`config.mk`:
```
export PLATFORM = sky130hd
export DESIGN_NAME = lcd_mode_timing_sequencer_core
export DESIGN_NICKNAME = d
export VERILOG_FILES = /design/src/hw/rtl/lmts_pkg.sv /design/src/hw/rtl/lcd_mode_timing_sequencer_core.sv /design/src/hw/rtl/lmts_ram.sv /design/src/hw/rtl/lmts_ctrl.sv /design/src/hw/rtl/lmts_datapath.sv
export SDC_FILE = /design/constraint.sdc
export NUM_CORES = 2
export LEC_CHECK = 0
export ABC_CLOCK_PERIOD_IN_PS = 6000
export BUFFER_PORTS_ARGS = -buffer_cell sky130_fd_sc_hd__buf_2
export CAP_MARGIN = 40
export CORE_MARGIN = 5
export CORE_UTILIZATION = 28
export CTS_CLUSTER_DIAMETER = 100
export DETAILED_ROUTE_END_ITERATION = 8
export PLACE_DENSITY = 0.45
export SLEW_MARGIN = 30
export SYNTH_ARGS = -nofsm -noshare
export SYNTH_HDL_FRONTEND = slang
export SYNTH_SLANG_ARGS = --single-unit
```
`constraint.sdc`:
```
create_clock -name clk -period 6 [get_ports clk]
set_input_delay 1.2 -clock clk [delete_from_list [all_inputs] [get_ports clk]]
set_output_delay 1.2 -clock clk [all_outputs]
set_load 0.05 [all_outputs]
```
`src/hw/rtl/lmts_pkg.sv`:
```
// Shared types, constants and handshake structs for the LCD mode timing sequencer.
package lmts_pkg;

    localparam int TABLE_ENTRIES = 40;
    localparam int MAX_PER_LINE  = 10;
    localparam int TABLE_BYTES   = TABLE_ENTRIES * 4;
    localparam int ROW_W         = (TABLE_ENTRIES > 1) ? $clog2(TABLE_ENTRIES) : 1;
    localparam int HIT_W         = $clog2(MAX_PER_LINE + 1);

    localparam int CFG_IDX_W  = 2;
    localparam int CFG_DATA_W = 8;

    typedef enum logic [CFG_IDX_W-1:0] {
        CFG_DISPLAY_ENABLE = 2'd0,
        CFG_TALL_SPRITES   = 2'd1,
        CFG_COMPARE_LINE   = 2'd2,
        CFG_STAT_ENABLES   = 2'd3
    } cfg_idx_t;

    typedef enum logic [1:0] {
        ST_HBLANK = 2'd0,
        ST_VBLANK = 2'd1,
        ST_SCAN   = 2'd2,
        ST_DRAW   = 2'd3
    } ppu_state_t;

    typedef enum logic [1:0] {
        C_IDLE,
        C_SCAN_RD,
        C_SCAN_CHK,
        C_STATUS
    } ctrl_state_t;

    localparam logic MODE_TICK   = 1'b0;
    localparam logic MODE_WRITE  = 1'b1;
    localparam logic KIND_STATUS = 1'b0;
    localparam logic KIND_SPRITE = 1'b1;

    // stat_enables bit positions
    localparam int EN_HBLANK = 0;
    localparam int EN_VBLANK = 1;
    localparam int EN_SCAN   = 2;
    localparam int EN_COIN   = 3;

    localparam logic [12:0] SCAN_DOTS    = 13'd80;
    localparam logic [12:0] DRAW_DOTS    = 13'd172;
    localparam logic [12:0] HBLANK_DOTS  = 13'd204;
    localparam logic [12:0] VBLANK_DOTS  = 13'd4560;
    localparam logic [12:0] DOT_MAX      = 13'h1FFF;
    localparam logic [9:0]  LINE_DOTS    = 10'd456;
    localparam logic [9:0]  LINE_T_MAX   = 10'h3FF;
    localparam logic [7:0]  LAST_VIS_M1  = 8'd143;
    localparam logic [8:0]  SPRITE_OFS   = 9'd16;
    localparam logic [8:0]  HEIGHT_SHORT = 9'd8;
    localparam logic [8:0]  HEIGHT_TALL  = 9'd16;

    typedef struct packed {
        logic             tbl_write;
        logic             tick_take;
        logic             rd_en;
        logic [ROW_W-1:0] rd_row;
        logic             sprite_load;
        logic             status_load;
    } lmts_cmd_t;

    typedef struct packed {
        logic scan_pending;
        logic hit;
        logic out_free;
    } lmts_status_t;

endpackage

```
`src/hw/rtl/lcd_mode_timing_sequencer_core.sv`:
```
// Top level of the LCD mode timing sequencer: controller, datapath and checks.
//
// Input channel (in_valid/in_ready) takes either a time tick (mode 0, cycles)
// or a sprite table byte write (mode 1, table_index, table_byte). Output
// channel (out_valid/out_ready) returns result transfers: zero or more sprite
// results followed by one status result with last set.
// A table write completes in the transfer cycle and gives no result.
// An ordinary tick is taken in C_IDLE and its status result is loaded in
// C_STATUS once the result register is free. The first tick of a line's
// sprite scan walks the table one entry per cycle from the byte-lane RAMs
// unless a hit waits for space, stopping early after MAX_PER_LINE hits.
// in_ready is low while a tick is in progress; one item is handled at a time.
// A full result register pauses the walk until out_ready takes the transfer.
// Reset clears timers, mode state, configuration and the per-byte valid bits
// of the sprite table, so the table reads as zero at once with no clearing
// pass. Configuration writes (cfg_we, cfg_index, cfg_data) apply next cycle;
// the user must make them only while the block is idle; nothing enforces it.
module lcd_mode_timing_sequencer_core (
    input  logic                             clk,
    input  logic                             rst_n,
    input  logic                             cfg_we,
    input  logic [lmts_pkg::CFG_IDX_W-1:0]   cfg_index,
    input  logic [lmts_pkg::CFG_DATA_W-1:0]  cfg_data,
    input  logic                             in_valid,
    output logic                             in_ready,
    input  logic                             mode,
    input  logic [7:0]                       cycles,
    input  logic [7:0]                       table_index,
    input  logic [7:0]                       table_byte,
    output logic                             out_valid,
    input  logic                             out_ready,
    output logic                             kind,
    output logic [1:0]                       ppu_state,
    output logic [7:0]                       line,
    output logic                             coincidence,
    output logic                             stat_irq,
    output logic [7:0]                       sprite_y,
    output logic [7:0]                       sprite_x,
    output logic [7:0]                       sprite_tile,
    output logic [7:0]                       sprite_flags,
    output logic                             last
);

    import lmts_pkg::*;

    lmts_cmd_t    cmd;
    lmts_status_t status;

    lmts_ctrl u_ctrl (
        .clk      (clk),
        .rst_n    (rst_n),
        .in_valid (in_valid),
        .in_mode  (mode),
        .in_ready (in_ready),
        .status   (status),
        .cmd      (cmd)
    );

    lmts_datapath u_dp (
        .clk          (clk),
        .rst_n        (rst_n),
        .cfg_we       (cfg_we),
        .cfg_index    (cfg_index),
        .cfg_data     (cfg_data),
        .cycles       (cycles),
        .table_index  (table_index),
        .table_byte   (table_byte),
        .cmd          (cmd),
        .status       (status),
        .out_valid    (out_valid),
        .out_ready    (out_ready),
        .kind         (kind),
        .ppu_state    (ppu_state),
        .line         (line),
        .coincidence  (coincidence),
        .stat_irq     (stat_irq),
        .sprite_y     (sprite_y),
        .sprite_x     (sprite_x),
        .sprite_tile  (sprite_tile),
        .sprite_flags (sprite_flags),
        .last         (last)
    );

    // no result is loaded while a new item may be taken
    a_no_load_when_ready: assert property (@(posedge clk) disable iff (!rst_n)
        in_ready |-> !(cmd.sprite_load || cmd.status_load))
        else $error("result loaded while accepting input");

    // a waiting result is never overwritten
    a_load_needs_space: assert property (@(posedge clk) disable iff (!rst_n)
        (cmd.sprite_load || cmd.status_load) |-> (!out_valid || out_ready))
        else $error("result register overwritten");

    // a status result always closes a tick's transfers
    a_status_is_last: assert property (@(posedge clk) disable iff (!rst_n)
        cmd.status_load |=> (out_valid && last && (kind == KIND_STATUS)))
        else $error("status result malformed");

    // sprite results never carry the last mark
    a_sprite_not_last: assert property (@(posedge clk) disable iff (!rst_n)
        cmd.sprite_load |=> (out_valid && !last && (kind == KIND_SPRITE)))
        else $error("sprite result malformed");

endmodule

```
`src/hw/rtl/lmts_ram.sv`:
```
// Generic single-write, single-read RAM with registered read data.
module lmts_ram #(
    parameter int WIDTH  = 8,
    parameter int DEPTH  = 40,
    parameter int ADDR_W = (DEPTH > 1) ? $clog2(DEPTH) : 1
) (
    input  logic              clk,
    input  logic              wr_en,
    input  logic [ADDR_W-1:0] wr_addr,
    input  logic [WIDTH-1:0]  wr_data,
    input  logic              rd_en,
    input  logic [ADDR_W-1:0] rd_addr,
    output logic [WIDTH-1:0]  rd_data
);

    logic [WIDTH-1:0] mem [DEPTH];

    always_ff @(posedge clk)
    begin
        if (wr_en)
        begin
            mem[wr_addr] <= wr_data;
        end
        if (rd_en)
        begin
            rd_data <= mem[rd_addr];
        end
    end

endmodule

```
`src/hw/rtl/lmts_ctrl.sv`:
```
// Sequencer controller: item intake, sprite table walk and result ordering.
module lmts_ctrl (
    input  logic                  clk,
    input  logic                  rst_n,
    input  logic                  in_valid,
    input  logic                  in_mode,
    output logic                  in_ready,
    input  lmts_pkg::lmts_status_t status,
    output lmts_pkg::lmts_cmd_t    cmd
);

    import lmts_pkg::*;

    ctrl_state_t      state_reg, state_next;
    logic [ROW_W-1:0] cnt_reg, cnt_next;
    logic [HIT_W-1:0] hits_reg, hits_next;
    logic             advance;
    logic             scan_done;

    assign advance   = !(status.hit && !status.out_free);
    assign scan_done = (cnt_reg == ROW_W'(TABLE_ENTRIES - 1))
                    || (status.hit && (hits_reg == HIT_W'(MAX_PER_LINE - 1)));

    always_ff @(posedge clk or negedge rst_n)
    begin
        if (!rst_n)
        begin
            state_reg <= C_IDLE;
            cnt_reg   <= '0;
            hits_reg  <= '0;
        end
        else
        begin
            state_reg <= state_next;
            cnt_reg   <= cnt_next;
            hits_reg  <= hits_next;
        end
    end

    always_comb
    begin
        state_next = state_reg;
        cnt_next   = cnt_reg;
        hits_next  = hits_reg;
        unique case (state_reg)
            C_IDLE:
            begin
                if (in_valid && (in_mode == MODE_TICK))
                begin
                    state_next = status.scan_pending ? C_SCAN_RD : C_STATUS;
                end
            end
            C_SCAN_RD:
            begin
                cnt_next   = '0;
                hits_next  = '0;
                state_next = C_SCAN_CHK;
            end
            C_SCAN_CHK:
            begin
                if (advance)
                begin
                    if (status.hit)
                    begin
                        hits_next = hits_reg + HIT_W'(1);
                    end
                    if (scan_done)
                    begin
                        state_next = C_STATUS;
                    end
                    else
                    begin
                        cnt_next = cnt_reg + ROW_W'(1);
                    end
                end
            end
            C_STATUS:
            begin
                if (status.out_free)
                begin
                    state_next = C_IDLE;
                end
            end
            default:
            begin
                state_next = C_IDLE;
            end
        endcase
    end

    always_comb
    begin
        in_ready        = 1'b0;
        cmd             = '0;
        unique case (state_reg)
            C_IDLE:
            begin
                in_ready      = 1'b1;
                cmd.tbl_write = in_valid && (in_mode == MODE_WRITE);
                cmd.tick_take = in_valid && (in_mode == MODE_TICK);
            end
            C_SCAN_RD:
            begin
                cmd.rd_en  = 1'b1;
                cmd.rd_row = '0;
            end
            C_SCAN_CHK:
            begin
                cmd.sprite_load = status.hit && status.out_free;
                cmd.rd_en       = advance && !scan_done;
                cmd.rd_row      = cnt_reg + ROW_W'(1);
            end
            C_STATUS:
            begin
                cmd.status_load = status.out_free;
            end
            default:
            begin
                in_ready = 1'b0;
            end
        endcase
    end

endmodule

```
`src/hw/rtl/lmts_datapath.sv`:
```
// Datapath: config registers, mode timers, sprite table, hit test and result register.
module lmts_datapath (
    input  logic                             clk,
    input  logic                             rst_n,
    input  logic                             cfg_we,
    input  logic [lmts_pkg::CFG_IDX_W-1:0]   cfg_index,
    input  logic [lmts_pkg::CFG_DATA_W-1:0]  cfg_data,
    input  logic [7:0]                       cycles,
    input  logic [7:0]                       table_index,
    input  logic [7:0]                       table_byte,
    input  lmts_pkg::lmts_cmd_t              cmd,
    output lmts_pkg::lmts_status_t           status,
    output logic                             out_valid,
    input  logic                             out_ready,
    output logic                             kind,
    output logic [1:0]                       ppu_state,
    output logic [7:0]                       line,
    output logic                             coincidence,
    output logic                             stat_irq,
    output logic [7:0]                       sprite_y,
    output logic [7:0]                       sprite_x,
    output logic [7:0]                       sprite_tile,
    output logic [7:0]                       sprite_flags,
    output logic                             last
);

    import lmts_pkg::*;

    // configuration
    logic       display_en_reg;
    logic       tall_reg;
    logic [7:0] cmp_reg;
    logic [3:0] en_reg;

    // sequencer state
    logic [12:0] dot_reg, dot_next;
    logic [9:0]  line_t_reg, line_t_next;
    ppu_state_t  pstate_reg, pstate_next;
    logic        entered_reg, entered_next;
    logic        block_reg, block_next;
    logic [7:0]  line_reg, line_next;
    logic [7:0]  cyc_reg;
    logic        coin_next, pulse_next;

    // sprite table
    logic                     idx_ok;
    logic [ROW_W-1:0]         wr_row;
    logic [TABLE_ENTRIES-1:0] valid_reg [4];
    logic                     rd_valid_reg [4];
    logic [7:0]               ram_q [4];
    logic [7:0]               ent [4];
    logic [8:0]               pos, ytop, ybot, height;

    // result register
    logic       out_valid_reg;
    logic       kind_reg, coin_reg, irq_reg, last_reg;
    logic [1:0] pstate_out_reg;
    logic [7:0] line_out_reg, spy_reg, spx_reg, spt_reg, spf_reg;

    always_ff @(posedge clk or negedge rst_n)
    begin
        if (!rst_n)
        begin
            display_en_reg <= 1'b0;
            tall_reg       <= 1'b0;
            cmp_reg        <= '0;
            en_reg         <= '0;
        end
        else if (cfg_we)
        begin
            unique case (cfg_index)
                CFG_DISPLAY_ENABLE: display_en_reg <= cfg_data[0];
                CFG_TALL_SPRITES:   tall_reg       <= cfg_data[0];
                CFG_COMPARE_LINE:   cmp_reg        <= cfg_data;
                CFG_STAT_ENABLES:   en_reg         <= cfg_data[3:0];
                default:            en_reg         <= en_reg;
            endcase
        end
    end

    // table storage: one lane per byte of an entry
    assign idx_ok = ({1'b0, table_index} < 9'(TABLE_BYTES));
    assign wr_row = table_index[ROW_W+1:2];

    for (genvar g = 0; g < 4; g++)
    begin : g_lane
        lmts_ram #(
            .WIDTH(8),
            .DEPTH(TABLE_ENTRIES)
        ) u_ram (
            .clk     (clk),
            .wr_en   (cmd.tbl_write && idx_ok && (table_index[1:0] == 2'(g))),
            .wr_addr (wr_row),
            .wr_data (table_byte),
            .rd_en   (cmd.rd_en),
            .rd_addr (cmd.rd_row),
            .rd_data (ram_q[g])
        );

        always_ff @(posedge clk or negedge rst_n)
        begin
            if (!rst_n)
            begin
                valid_reg[g]    <= '0;
                rd_valid_reg[g] <= 1'b0;
            end
            else
            begin
                if (cmd.tbl_write && idx_ok && (table_index[1:0] == 2'(g)))
                begin
                    valid_reg[g][wr_row] <= 1'b1;
                end
                if (cmd.rd_en)
                begin
                    rd_valid_reg[g] <= valid_reg[g][cmd.rd_row];
                end
            end
        end

        assign ent[g] = rd_valid_reg[g] ? ram_q[g] : 8'h00;
    end

    assign height = tall_reg ? HEIGHT_TALL : HEIGHT_SHORT;
    assign pos    = {1'b0, line_reg} + SPRITE_OFS;
    assign ytop   = {1'b0, ent[0]};
    assign ybot   = ytop + height;

    assign status.hit          = (ent[1] != 8'h00) && (pos >= ytop) && (pos < ybot);
    assign status.out_free     = !out_valid_reg || out_ready;
    assign status.scan_pending = display_en_reg && (pstate_reg == ST_SCAN) && !entered_reg;

    // one tick of the mode sequencer
    always_comb
    begin
        logic [13:0] dot_sum;
        logic [10:0] lt_sum;
        logic [12:0] dot_sat;
        logic        do_enter;
        ppu_state_t  enter_st;
        logic        entry_en;

        dot_sum      = {1'b0, dot_reg} + 14'(cyc_reg);
        dot_sat      = dot_sum[13] ? DOT_MAX : dot_sum[12:0];
        lt_sum       = {1'b0, line_t_reg} + 11'(cyc_reg);
        do_enter     = 1'b0;
        enter_st     = ST_SCAN;
        entry_en     = 1'b0;
        dot_next     = dot_sat;
        line_t_next  = line_t_reg;
        pstate_next  = pstate_reg;
        entered_next = entered_reg;
        block_next   = block_reg;
        line_next    = line_reg;
        pulse_next   = 1'b0;
        coin_next    = 1'b0;

        if (!display_en_reg)
        begin
            dot_next     = '0;
            line_t_next  = '0;
            pstate_next  = ST_SCAN;
            entered_next = 1'b0;
            coin_next    = (line_reg == cmp_reg);
        end
        else
        begin
            unique case (pstate_reg)
                ST_SCAN:
                begin
                    if (!entered_reg)
                    begin
                        entered_next = 1'b1;
                    end
                    else if (dot_sat >= SCAN_DOTS)
                    begin
                        do_enter = 1'b1;
                        enter_st = ST_DRAW;
                    end
                end
                ST_DRAW:
                begin
                    if (!entered_reg)
                    begin
                        entered_next = 1'b1;
                    end
                    else if (dot_sat >= DRAW_DOTS)
                    begin
                        do_enter = 1'b1;
                        enter_st = ST_HBLANK;
                    end
                end
                ST_HBLANK:
                begin
                    if (!entered_reg)
                    begin
                        entered_next = 1'b1;
                    end
                    else if (dot_sat >= HBLANK_DOTS)
                    begin
                        do_enter  = 1'b1;
                        enter_st  = (line_reg < LAST_VIS_M1) ? ST_SCAN : ST_VBLANK;
                        line_next = line_reg + 8'd1;
                    end
                end
                ST_VBLANK:
                begin
                    line_t_next = lt_sum[10] ? LINE_T_MAX : lt_sum[9:0];
                    if (dot_sat >= VBLANK_DOTS)
                    begin
                        do_enter    = 1'b1;
                        enter_st    = ST_SCAN;
                        line_next   = '0;
                        line_t_next = '0;
                    end
                    else if (line_t_next >= LINE_DOTS)
                    begin
                        line_next   = line_reg + 8'd1;
                        line_t_next = '0;
                    end
                end
                default:
                begin
                    entered_next = entered_reg;
                end
            endcase

            unique case (enter_st)
                ST_HBLANK: entry_en = en_reg[EN_HBLANK];
                ST_VBLANK: entry_en = en_reg[EN_VBLANK];
                ST_SCAN:   entry_en = en_reg[EN_SCAN];
                default:   entry_en = 1'b0;
            endcase

            if (do_enter)
            begin
                entered_next = 1'b0;
                pstate_next  = enter_st;
                dot_next     = '0;
                if (entry_en)
                begin
                    if (!block_reg)
                    begin
                        block_next = 1'b1;
                        pulse_next = 1'b1;
                    end
                end
                else if (enter_st != ST_DRAW)
                begin
                    block_next = 1'b0;
                end
            end

            if (line_next == cmp_reg)
            begin
                coin_next = 1'b1;
                if (en_reg[EN_COIN] && !block_next)
                begin
                    block_next = 1'b1;
                    pulse_next = 1'b1;
                end
            end
        end
    end

    always_ff @(posedge clk or negedge rst_n)
    begin
        if (!rst_n)
        begin
            dot_reg     <= '0;
            line_t_reg  <= '0;
            pstate_reg  <= ST_SCAN;
            entered_reg <= 1'b0;
            block_reg   <= 1'b0;
            line_reg    <= '0;
        end
        else if (cmd.status_load)
        begin
            dot_reg     <= dot_next;
            line_t_reg  <= line_t_next;
            pstate_reg  <= pstate_next;
            entered_reg <= entered_next;
            block_reg   <= block_next;
            line_reg    <= line_next;
        end
    end

    always_ff @(posedge clk)
    begin
        if (cmd.tick_take)
        begin
            cyc_reg <= cycles;
        end
    end

    always_ff @(posedge clk or negedge rst_n)
    begin
        if (!rst_n)
        begin
            out_valid_reg <= 1'b0;
        end
        else if (cmd.sprite_load || cmd.status_load)
        begin
            out_valid_reg <= 1'b1;
        end
        else if (out_ready)
        begin
            out_valid_reg <= 1'b0;
        end
    end

    always_ff @(posedge clk)
    begin
        if (cmd.sprite_load)
        begin
            kind_reg       <= KIND_SPRITE;
            pstate_out_reg <= '0;
            line_out_reg   <= '0;
            coin_reg       <= 1'b0;
            irq_reg        <= 1'b0;
            spy_reg        <= ent[0];
            spx_reg        <= ent[1];
            spt_reg        <= ent[2];
            spf_reg        <= ent[3];
            last_reg       <= 1'b0;
        end
        else if (cmd.status_load)
        begin
            kind_reg       <= KIND_STATUS;
            pstate_out_reg <= pstate_next;
            line_out_reg   <= line_next;
            coin_reg       <= coin_next;
            irq_reg        <= pulse_next;
            spy_reg        <= '0;
            spx_reg        <= '0;
            spt_reg        <= '0;
            spf_reg        <= '0;
            last_reg       <= 1'b1;
        end
    end

    assign out_valid    = out_valid_reg;
    assign kind         = kind_reg;
    assign ppu_state    = pstate_out_reg;
    assign line         = line_out_reg;
    assign coincidence  = coin_reg;
    assign stat_irq     = irq_reg;
    assign sprite_y     = spy_reg;
    assign sprite_x     = spx_reg;
    assign sprite_tile  = spt_reg;
    assign sprite_flags = spf_reg;
    assign last         = last_reg;

endmodule
```
==> metrics <==
Synth area leader=edfxtp_1; status=complete, but fails checks; post-synthesis instance area=64800 sq um; syn_area_per_cell=16.9 sq um; DP Worst Slack=1.36 ns; CTS Hold Bufs=0; DRT antenna net count=0; area of the multi-input gates=17400 sq um; Core Region=230000 sq um; Via density=4.87; Post-Synth Simple-Gate Area=8.24%; synth unique cells=88; Nets=4203; YS warnings=0; post-route design area=75900 sq um; Net Count, Synth=3937; buffers added on ports=87; vias in the first global route=36389; Synth Area in XOR/XNOR=0.432%; Post-Synth Adder-Cell Area=1.04%; WP data required=6.72 ns; Synth top area share=62.6%; initial antenna violation count=3; CTS buffer count=169; Setup CP Type=reg2reg; cell-internal power=21.0 mW; final hold slack=0.380 ns; WL/cell=25.0 microns; Largest register FFs=1280; PwrDens=393 nW/um^2; Fin. Hold Viols=0; Max stage delay cell, worst path=a31oi_2; number of DRC markers in iteration 0=2773; Pre-Repair DR Iteration Count=8; CTS tree=yes; std cell rows=176; # DRC=1; post-synthesis register bit count=1592; fin util=33.0%; maximum root-to-sink buffer count=3; cell count after synthesis=3845; Synth Area in Compound Gates=4.07%; Net Sw Frac=29.6%; H-tree levels=4; Vias=35475; Flop pwr share=41.6%; Least-Margin Pin Slew=0.998 ns; number of synthesized flops with an enable pin=1352; setup violators final=0; clock slew at reported path FFs=0.06 ns; fillcell total=22092; layout cell share with drive strength beyond 1=26.5%; max_cap viols=0; CP arrival=5.44 ns; Post-DP HPWL=119000 microns; sequential element share of the synthesized area=71.8%; top post-synthesis cells by area=edfxtp_1 (63%), mux4_2 (13%), dfrtp_1 (8.7%); ys async rst share=14.2%; Slew headroom=33.0%; clk sinks=1592; top_reg_cell synth=edfxtp_1; setup ws final=1.27 ns; startpoint types=flop; GR Overflow Total=0; register area=46500 sq um; Resized cells post-CTS=0; RSZ-0062 raised after global routing=false; Comb pwr share=22.9%; f_max=212 MHz; R2R depth=14; later-pin clock latency in the skew report=0.80 ns; Worst VDD drop=0.000431 V; Die Width=491 microns; max-slew violations=0; failing checks=DRC; largest net degree at the start of global routing=118; crit-path cells=ha_1 -> fa_1 -> a21oi_1 -> o21ai_0 -> a21oi_1 -> xnor2_1 -> o2111ai_1 -> a31oi_2 -> o21ai_0 -> or4_1 -> a2111oi_0 -> and4_1 -> and4_1 -> o31a_1; clock power share=35.5%; CP max stage delay=0.71 ns; Setup TNS=0 ns; Worst Skew=0.0231 ns; largest family of logic cells by synthesized area=multiplexers; Worst Hold Class=in2async; global-route wire length before repair=265000 microns; CTS root buf=clkbuf_16; gpl congestion=0.886; Die ar.=241000 sq um; aggregate routed wire length=182000 microns; Total Routing Usage GR=14.8%; Worst Path Max Fanout=14; Setup crit end kind=flop; Area Growth Syn to Fin=17.1%; leakage power=25.8 nW; Initial Util=28.2%; multiplexer share of the synthesized area=12.9%; post-layout min period=4.73 ns; die height=491 microns; Ports=88; Post-CTS Repair Setup Buffers=0; Post-DP Area=69900 sq um; NetSw=8.83 mW; final worst-path cycle share=78.8%
-- power groups by stage --
stage / sequential, mW / combinational [mW] / clock [mW]
3_3_place_gp: 12.7 / 6.81 / 0
4_1_cts: 12.4 / 6.85 / 10.9
6_report: 12.4 / 6.83 / 10.6
2_1_floorplan: 12.7 / 4.04 / 0
5_1_grt: 12.4 / 7.31 / 11.3
3_5_place_dp: 12.7 / 6.84 / 0
-- cell type report --
type                            count  share of cell area [%]
Sequential cell                  1592                    61.3
Timing Repair Buffer              302                    3.12
Antenna cell                        2                 0.00659
Clock buffer                      229                    6.10
Multi-Input combinational cell   1998                    23.0
Tap cell                         3026                    4.99
Clock inverter                     87                    1.28
Inverter                           48                   0.237
-- kinds of logic (layout without fill, tap and decap cells) --
kind of cell | after synthesis | after routing
XOR/XNOR | 32 | 32
multiplexers | 384 | 384
other | 0 | 2
buffers and inverters | 255 | 666
AO/OA/AOI/OAI | 365 | 365
flip-flops | 1592 | 1592
AND/OR/NAND/NOR | 1165 | 1165
adder cells (fa/ha/maj) | 52 | 52
-- worst paths after layout --
path | start | slack [ns] | end
max in group asynchronous | rst_n | 4.44 | u_dp.valid_reg[41]$_DFFE_PN0P_
max | u_dp.cyc_reg[0]$_DFFE_PP_ | 1.27 | u_dp.block_reg$_DFFE_PN0P_
min in group clk | u_dp.valid_reg[121]$_DFFE_PN0P_ | 0.46 | u_dp.valid_reg[121]$_DFFE_PN0P_
max reg2reg | u_dp.cyc_reg[0]$_DFFE_PP_ | 1.27 | u_dp.block_reg$_DFFE_PN0P_
min reg2reg | u_dp.valid_reg[121]$_DFFE_PN0P_ | 0.46 | u_dp.valid_reg[121]$_DFFE_PN0P_
min | rst_n | 0.38 | u_dp.cmp_reg[5]$_DFFE_PN0P_
-- per-layer routing --
layer / vias to the layer above / share of wire (%) / global-route usage [%]
li1: 15547 / - / -
met1: 18771 / 45 / 21.0
met2: 930 / 47 / 23.6
met3: 225 / 5.4 / 2.89
met4: 2 / 2.1 / 3.55
met5: - / 0.096 / 0.496
-- stage by stage --
| step | power (mW) | std cells |
|---|---|---|
| final | 29.8 | 7284 |
| after global routing | 31.1 | 7284 |
| after CTS | 30.2 | 7245 |
| after detailed placement | 19.5 | 6929 |
| after global placement | 19.5 | 6853 |
| after floorplan | 16.8 | 3845 |
-- worst max-delay path, delay by kind of cell (launching register included) --
family	cells	cell delay, ns
flops	1	0.40
simple gates	3	1.09
xor+xnor	1	0.22
compound gates	8	2.20
fa+ha+maj	2	0.73
-- cells in the final DEF, fill, tap and decap left out, types with 14 or more instances in the layout --
master	count
edfxtp_1	1352
nand2_1	494
mux4_2	360
nor2_1	236
dfrtp_1	225
clkbuf_16	171
buf_4	167
or2_2	163
buf_2	92
nand3_1	89
a311oi_1	69
and3_1	59
a21oi_1	59
o21ai_0	52
ha_1	49
inv_1	47
clkbuf_1	45
a31oi_1	43
clkinv_2	26
clkinv_1	25
xnor2_1	24
nor3_1	16
bufinv_16	16
buf_12	16
and2_1	15
a21o_1	15
mux2_2	15
dfxtp_1	14
-- cells in the mapped netlist (all sizes together), types with 18 or more instances --
| cell | n |
|---|---|
| a31oi | 44 |
| a311oi | 74 |
| xnor2 | 24 |
| ha | 49 |
| edfxtp | 1352 |
| inv | 48 |
| nor3 | 18 |
| nor2 | 248 |
| a21oi | 61 |
| nand3 | 90 |
| clkbuf | 144 |
| or2 | 165 |
| buf | 63 |
| and3 | 60 |
| dfrtp | 225 |
| nand2 | 499 |
| o21ai | 56 |
| mux4 | 360 |
No activity file was read; power rests on OpenSTA's default activity.
